==> src/design/assert_macros.svh <==
// Assertion macros used by the heap sort engine top level.
`ifndef ASSERT_MACROS_SVH
`define ASSERT_MACROS_SVH
// Checks that a condition implies a consequence in the same cycle.
`define ASSERT_IMPL(label, clk, rst, cond, cons) \
  label: assert property (@(posedge clk) disable iff (rst) (cond) |-> (cons)) \
    else $error("assertion failed");
// Checks that a condition implies a consequence in the next cycle.
`define ASSERT_NEXT(label, clk, rst, cond, cons) \
  label: assert property (@(posedge clk) disable iff (rst) (cond) |=> (cons)) \
    else $error("assertion failed");
`endif

==> src/design/hse_pkg.sv <==
// Package with shared constants of the heap sort engine.
`default_nettype none
package hse_pkg;
  localparam int DepthDefault   = 64;
  localparam int KeyBitsDefault = 32;
  localparam int TagBits        = 10;
  localparam int OutKeyBits     = 32;
endpackage
`default_nettype wire

==> src/design/hse_store.sv <==
// Record memory of the heap sort engine: one write port, one registered read port.
`default_nettype none
module hse_store #(
  parameter int DEPTH    = hse_pkg::DepthDefault,
  parameter int KEY_BITS = hse_pkg::KeyBitsDefault,
  parameter int AW       = (DEPTH > 1) ? $clog2(DEPTH) : 1
) (
  input  wire logic                          clk,
  input  wire logic                          we,
  input  wire logic [AW-1:0]                 waddr,
  input  wire logic [KEY_BITS+hse_pkg::TagBits-1:0] wdata,
  input  wire logic [AW-1:0]                 raddr,
  output logic      [KEY_BITS+hse_pkg::TagBits-1:0] rdata
);
  import hse_pkg::*;
  logic [KEY_BITS+TagBits-1:0] mem [DEPTH];

  always_ff @(posedge clk) begin
    if (we) begin
      mem[waddr] <= wdata;
    end
    rdata <= mem[raddr];
  end
endmodule
`default_nettype wire

==> src/design/heap_sort_engine.sv <==
// Top level of the heap sort engine: loader, heap sequencer and output stage.
// Records are loaded at one per cycle while the input is ready. A record marked
// last starts an in-place heapsort over a record memory with one write port and
// one registered read port. Each level of a build sift-down reads both children
// and the parent and swaps parent and larger child if the child key is greater.
// In the select phase each record reads the last and root records and moves the
// root to the end; the descent then reads both children and writes the larger up
// per level, and the displaced record rises again, one parent read per level.
// The sorted records stream out one at a time, each read from the memory before
// it is presented; the next read waits until the previous record is taken. The
// input is not ready while a set is sorted or emitted. There is no clearing pass.
`default_nettype none
module heap_sort_engine #(
  parameter int DEPTH    = hse_pkg::DepthDefault,
  parameter int KEY_BITS = hse_pkg::KeyBitsDefault
) (
  input  wire logic        clk,
  input  wire logic        rst,
  input  wire logic        valid,
  output logic             ready,
  input  wire logic [31:0] key,
  input  wire logic [hse_pkg::TagBits-1:0] tag,
  input  wire logic        last,
  output logic             out_valid,
  input  wire logic        out_ready,
  output logic [31:0]      key_res,
  output logic [hse_pkg::TagBits-1:0] tag_res,
  output logic             last_res,
  output logic             overflow
);
  import hse_pkg::*;
  `include "assert_macros.svh"

  localparam int AW = (DEPTH > 1) ? $clog2(DEPTH) : 1;
  localparam int CW = $clog2(DEPTH + 1);
  localparam int RW = KEY_BITS + TagBits;

  typedef enum logic [3:0] {
    S_LOAD, S_BUILD_INIT, S_SIFT_RD1, S_SIFT_RD2, S_SIFT_CMP, S_SIFT_RDP,
    S_SIFT_SWAP, S_SEL_START, S_SEL_RD, S_SEL_MV, S_DOWN_RD1, S_DOWN_RD2,
    S_DOWN_CMP, S_UP_RD, S_UP_CMP, S_EMIT
  } state_t;

  state_t         state;
  logic [CW-1:0]  count;
  logic           dropped;
  logic [CW-1:0]  n;       // current heap size
  logic [CW-1:0]  start;
  logic [CW:0]    par;
  logic [CW:0]    child;
  logic [RW-1:0]  rec_a;   // first read record
  logic [RW-1:0]  rec_p;
  logic [RW-1:0]  held;
  logic [CW-1:0]  emit_idx;
  logic           emit_pend; // a read for emission is in flight
  logic           swap_tail;

  logic           we;
  logic [AW-1:0]  waddr, raddr;
  logic [RW-1:0]  wdata, rdata;

  hse_store #(.DEPTH(DEPTH), .KEY_BITS(KEY_BITS), .AW(AW)) u_store (
    .clk(clk), .we(we), .waddr(waddr), .wdata(wdata), .raddr(raddr), .rdata(rdata)
  );

  function automatic logic [AW-1:0] pos2a(input logic [CW:0] p);
    logic [CW:0] t;
    t = p - 1'b1;
    return t[AW-1:0];
  endfunction

  function automatic logic [KEY_BITS-1:0] k_of(input logic [RW-1:0] r);
    return r[RW-1:TagBits];
  endfunction

  wire accept_in  = valid && ready;
  wire accept_out = out_valid && out_ready;
  wire [CW:0] n_w = {1'b0, n};

  assign ready = (state == S_LOAD);

  // Memory port control, combinational from state.
  always_comb begin
    we = 1'b0; waddr = '0; wdata = '0; raddr = '0;
    case (state)
      S_LOAD: begin
        we = accept_in && (count < CW'(DEPTH));
        waddr = count[AW-1:0];
        wdata = {KEY_BITS'(key), tag};
      end
      S_SIFT_RD1: begin
        raddr = pos2a(child);
        // The parent record displaced by the last swap lands one level down.
        if (swap_tail) begin
          we = 1'b1; waddr = pos2a(par); wdata = rec_p;
        end
      end
      S_DOWN_RD1: raddr = pos2a(child);
      S_SIFT_RD2, S_DOWN_RD2: raddr = pos2a(child + 1'b1);
      S_SIFT_RDP, S_UP_RD: raddr = pos2a(par);
      S_SIFT_SWAP: begin
        we = (k_of(rdata) < k_of(rec_a)); waddr = pos2a(par); wdata = rec_a;
      end
      S_SEL_START: raddr = pos2a(n_w);
      S_SEL_RD: raddr = '0;
      S_SEL_MV: begin
        we = 1'b1; waddr = pos2a(n_w); wdata = rdata;
      end
      S_DOWN_CMP: begin
        we = 1'b1; waddr = pos2a(par);
        wdata = (child < n_w && k_of(rec_a) < k_of(rdata)) ? rdata : rec_a;
      end
      S_UP_CMP: begin
        we = 1'b1; waddr = pos2a(child);
        wdata = (child == 1 || k_of(held) < k_of(rdata)) ? held : rdata;
      end
      S_EMIT: raddr = emit_idx[AW-1:0];
      default: ;
    endcase
  end

  logic [KEY_BITS-1:0] out_key_full;
  always_ff @(posedge clk) begin
    if (rst) begin
      state <= S_LOAD; count <= '0; dropped <= 1'b0; out_valid <= 1'b0;
      emit_pend <= 1'b0;
    end else begin
      case (state)
        S_LOAD: if (accept_in) begin
          if (count < CW'(DEPTH)) count <= count + 1'b1;
          else dropped <= 1'b1;
          if (last) begin
            n <= (count < CW'(DEPTH)) ? count + 1'b1 : count;
            start <= ((count < CW'(DEPTH)) ? count + 1'b1 : count) >> 1;
            state <= S_BUILD_INIT;
          end
        end
        S_BUILD_INIT: begin
          if (start == 0) begin
            state <= S_SEL_START;
          end else begin
            par <= {1'b0, start}; child <= {start, 1'b0};
            state <= S_SIFT_RD1;
          end
        end
        // Sift-down of the build phase; par/child positions.
        S_SIFT_RD1: begin
          if (child > n_w) begin
            start <= start - 1'b1; state <= S_BUILD_INIT;
          end else state <= S_SIFT_RD2;
        end
        S_SIFT_RD2: begin
          rec_a <= rdata;
          state <= S_SIFT_CMP;
        end
        S_SIFT_CMP: begin
          if (child < n_w && k_of(rec_a) < k_of(rdata)) begin
            rec_a <= rdata; child <= child + 1'b1;
          end
          state <= S_SIFT_RDP;
        end
        S_SIFT_RDP: state <= S_SIFT_SWAP;
        S_SIFT_SWAP: begin
          // Writes child record to parent now; parent record to child below.
          if (k_of(rec_a) <= k_of(rdata)) begin
            start <= start - 1'b1; state <= S_BUILD_INIT;
          end else begin
            rec_p <= rdata; state <= S_SIFT_RD1;
            par <= child; child <= child << 1;
          end
        end
        S_SEL_START: begin
          if (n <= 1) begin
            emit_idx <= '0; emit_pend <= 1'b0; state <= S_EMIT;
          end else state <= S_SEL_RD;
        end
        S_SEL_RD: begin
          held <= rdata; state <= S_SEL_MV;
        end
        S_SEL_MV: begin
          n <= n - 1'b1; par <= (CW+1)'(1); child <= (CW+1)'(2);
          state <= S_DOWN_RD1;
        end
        S_DOWN_RD1: begin
          if (child > n_w) begin
            child <= par; par <= par >> 1; state <= S_UP_RD;
          end else state <= S_DOWN_RD2;
        end
        S_DOWN_RD2: begin
          rec_a <= rdata; state <= S_DOWN_CMP;
        end
        S_DOWN_CMP: begin
          par <= (child < n_w && k_of(rec_a) < k_of(rdata)) ? child + 1'b1 : child;
          child <= ((child < n_w && k_of(rec_a) < k_of(rdata)) ? child + 1'b1 : child) << 1;
          state <= S_DOWN_RD1;
        end
        S_UP_RD: state <= S_UP_CMP;
        S_UP_CMP: begin
          if (child == 1 || k_of(held) < k_of(rdata)) state <= S_SEL_START;
          else begin
            child <= par; par <= par >> 1; state <= S_UP_RD;
          end
        end
        S_EMIT: begin
          if (accept_out) out_valid <= 1'b0;
          if (emit_pend) begin
            out_valid <= 1'b1;
            out_key_full <= k_of(rdata);
            tag_res <= rdata[TagBits-1:0];
            last_res <= (emit_idx == count);
            overflow <= dropped;
            emit_pend <= 1'b0;
          end else if (!out_valid || accept_out) begin
            if (emit_idx == count) begin
              if (!out_valid || accept_out) begin
                state <= S_LOAD; count <= '0; dropped <= 1'b0;
              end
            end else begin
              emit_idx <= emit_idx + 1'b1; emit_pend <= 1'b1;
            end
          end
        end
        default: state <= S_LOAD;
      endcase
    end
  end

  // Marks the cycle after a build-phase swap, when the parent record still has
  // to be written to the child position.
  always_ff @(posedge clk) begin
    if (rst) swap_tail <= 1'b0;
    else swap_tail <= (state == S_SIFT_SWAP) && !(k_of(rec_a) <= k_of(rdata));
  end

  // Wider keys are cut to the output width, narrower ones are zero-extended.
  assign key_res = OutKeyBits'(out_key_full);

  `ASSERT_IMPL(a_no_in_busy, clk, rst, state != S_LOAD, !ready)
  `ASSERT_NEXT(a_count_cap, clk, rst, 1'b1, count <= CW'(DEPTH))
  `ASSERT_IMPL(a_out_emit, clk, rst, out_valid, state == S_EMIT)
endmodule
`default_nettype wire

==> config.mk <==
export PLATFORM = sky130hd
export DESIGN_NAME = heap_sort_engine
export DESIGN_NICKNAME = d
export VERILOG_FILES = /design/src/design/hse_pkg.sv /design/src/design/hse_store.sv /design/src/design/heap_sort_engine.sv
export VERILOG_INCLUDE_DIRS = /design/src /design/src/design
export SDC_FILE = /design/constraint.sdc
export NUM_CORES = 2
export LEC_CHECK = 0
export BUFFER_PORTS_ARGS = -buffer_cell sky130_fd_sc_hd__buf_2
export CORE_MARGIN = 1.5
export CORE_UTILIZATION = 40
export CTS_BUF_LIST = sky130_fd_sc_hd__clkbuf_16
export CTS_CLUSTER_DIAMETER = 30
export DETAILED_ROUTE_END_ITERATION = 8
export PLACE_DENSITY = 0.61
export SLEW_MARGIN = 20
export SYNTH_ARGS = -nofsm -noshare
export SYNTH_HDL_FRONTEND = slang
export SYNTH_SLANG_ARGS = --single-unit
==> constraint.sdc <==
create_clock -name clk -period 5.7 [get_ports clk]
set_input_delay 0.285 -clock clk [delete_from_list [all_inputs] [get_ports clk]]
set_output_delay 0.285 -clock clk [all_outputs]
set_load 0.1 [all_outputs]
==> impl_metrics.toml <==
[place]
dp_hpwl_mm = 217
postPlaceCellArea_mm2 = 0.125
port_buffers = 92
gp_congestion = 0.944

[cells_and_area]
drive_gt1_frac = 0.310
nNetsFinal = 6548
final_util = 0.498
multi_input_area_mm2 = 0.0266
fin_area_mm2 = 0.143
syn2layout_area_growth_pct = 23.7
regArea_mm2 = 0.0881
n_fill_cell = 22800

[routing]
vias = 66900
ant_nets = 0
drt_wl_total_mm = 390
wl_per_cell_um = 36.6
first_pass_iters = 7
drt_iter0_drc = 12800
drc_errors = 0
viasPerCell = 6.28

[synthesis]
ys_warn_count = 0
synth_xor_area_frac = 0.00318
synth.area.mux_share = 0.138
synth_cell_types = 75
synthTopCellsByCount = "edfxtp_1 (2895), mux4_2 (672), nand2_1 (441)"
syn_avg_cell_area_um2 = 20.2
synth_fp_nets = 5871
yosys-top-cells-area = "edfxtp_1 (75%), mux4_2 (13%), nand2_1 (1.4%)"
netlist_area_mm2 = 0.116
synthCells = 5744
synth_top_cell_area_share = 0.751
async_reset_ff_frac = 0
synth_edf_count = 2895
synth_area_leader_cell = "edfxtp_1"
synthFlopType = "edfxtp_1"
synth_seq_cells = 2952
ys_seq_area_frac = 0.761
synthSimpleGateAreaFrac = 0.0402
synth-compound-area-share = 0.0315
synth_adder_area_share = 0.00865
synth_top_family_by_area = "multiplexers"
synth_most_common_cell = "edfxtp_1"

[floorplanning]
core-area_mm2 = 0.288
initial_core_util = 0.402
boundaryPins = 93
die_x_um = 541
rows = 197
die_area_mm2 = 0.293
die_y_um = 541

[cts]
post_cts_resized = 0
cts-root-buf = "clkbuf_16"
cts_inserted_buffers = 533
clkLatencyLatePin_ns = 0.92
clkSlewWorstSetupHoldPaths_ns = 0.05
tritoncts = "yes"
htree_levels = 6
cts_sinks = 2952
cts_buffer_depth = 4

[worst_setup_path]
cp.arrival_ns = 6.11
worstPathMaxFanout = 30
crit_path_end_kind = "flop"
critical_path_class = "reg2reg"
cp_slowest_cell = "a211oi_1"
cp-start-kind = "flop"
cp.required_ns = 6.41
critical_path.max_stage_delay_ns = 0.86
crit_chain = "inv_1 > ha_1 > xnor2_1 > o21ai_0 > a221o_4 > nor4_4 > buf_4 > a221oi_1 > a32oi_1 > nand3_1 > a211oi_1"

[pwr]
p_leak_uw = 0.0475
power.density_mw_per_mm2 = 451
irDropWorstVdd_mv = 0.289
p_total_uw = 64600

[timing]
rsz0062_at_grt = "false"
fmax_mhz = 185
drv_slew = 0
fin_hold_ws_ns = 0.0787
post-route-period-util = 0.946
min_period_ns = 5.39
setup_viol = 0
fin_skew_ns = 0.0726
max_slew_margin = 0.194
final.setup.tns_ns = 0
worstMarginPinSlew_ns = 1.21
hold_violations = 0

[run]
drv_cap = 0

[global_route]
grt_overflow_total = 0
grt_usage = 0.262
grt_pass1_vias = 64600
grt_pass1_wl_mm = 529
grt_max_degree = 83
antenna_found_initial = 26

[outcome]
status = "complete, no violations"

[worst_hold_path]
hold_path.class = "in2reg"
-- kinds of logic (layout without fill, tap and decap cells) --
family | Yosys count | in the layout
AO/OA/AOI/OAI | 500 | 500
XOR/XNOR | 42 | 42
adder cells (fa/ha/maj) | 80 | 80
buffers and inverters | 362 | 1476
flip-flops | 2952 | 2952
multiplexers | 758 | 758
other | 0 | 10
AND/OR/NAND/NOR | 1050 | 1050
-- report_power, final --
group          switching, uW  internal (uW)  total (uW)
clock network          11300          20500       31800
registers                589          25300       25900
logic                   4540           2360        6900
total                  16400          48200       64600
-- stage by stage --
step / instances / setup slack [ns]
finish: 10600 / 0.305
global route: 10600 / 0.132
CTS: 10600 / 0.507
detailed placement: 9658 / 0.482
global placement: 9657 / 0.474
floorplan: 5744 / 0.0963
-- layout by cell type, fill, tap and decap left out, types with 52 or more instances in the layout --
cell type,instances
buf_12,182
a21oi_1,52
clkinv_2,80
mux2i_1,74
inv_1,94
buf_4,163
nor2_4,66
buf_2,92
edfxtp_1,2895
o21ai_0,81
a22oi_1,65
clkbuf_16,543
nand2_1,440
bufinv_16,65
nand3_1,146
ha_1,80
nor2_1,184
mux4_2,672
dfxtp_1,57
clkinv_1,77
-- worst max-delay path, delay by kind of cell (launching register included) --
family                     cells  cell delay [ns]
buffers and inverters          2             0.80
xor gates and xnor gates       1             0.49
DFF                            1             0.55
AOI/OAI and AO/OA              5             2.55
and+or+nand+nor                2             0.46
adders and majority gates      1             0.25
-- layout make-up --
type                    instances  share of cell area
diodes                         10            0.000175
clock buffers                 543              0.0949
clock inverters               429              0.0322
inverters                      57             0.00149
multi-input cells            2430               0.185
flip-flops and latches       2952               0.615
well taps                    3781              0.0330
repair buffers                447              0.0379
-- repair_timing --
item                                   in CTS  in global routing
endpoints found under the hold margin      23                  0
hold buffers                                9                  0
buffers inserted                            0                  0
-- final timing paths --
check | endpoint | slack [ns] | cells past startpoint | startpoint
setup / recovery | u_store.rdata[20] | 0.31 | 11 | n[0]
hold / removal | u_store.mem[40][21] | 0.08 | 4 | key[11]
hold reg to reg | key_res[30] | 0.52 | 0 | u_store.rdata[40]
setup reg to reg | u_store.rdata[20] | 0.31 | 11 | n[0]
-- flip-flops by register name, indices dropped and copies added (netlist names), 8 cells and up --
name           cells
par                8
u_store.mem     2688
tag_res           10
child              8
u_store.rdata     42
rec_a             42
key_res           32
rec_p             42
held              42
-- per-layer routing --
metal	share of wire	routed length [um]	global-route usage
met3	0.14	55900	0.0827
met2	0.43	169000	0.379
met4	0.042	16300	0.102
met5	0.00014	55	0
met1	0.38	148000	0.370
(Power assumes the default switching activity.)
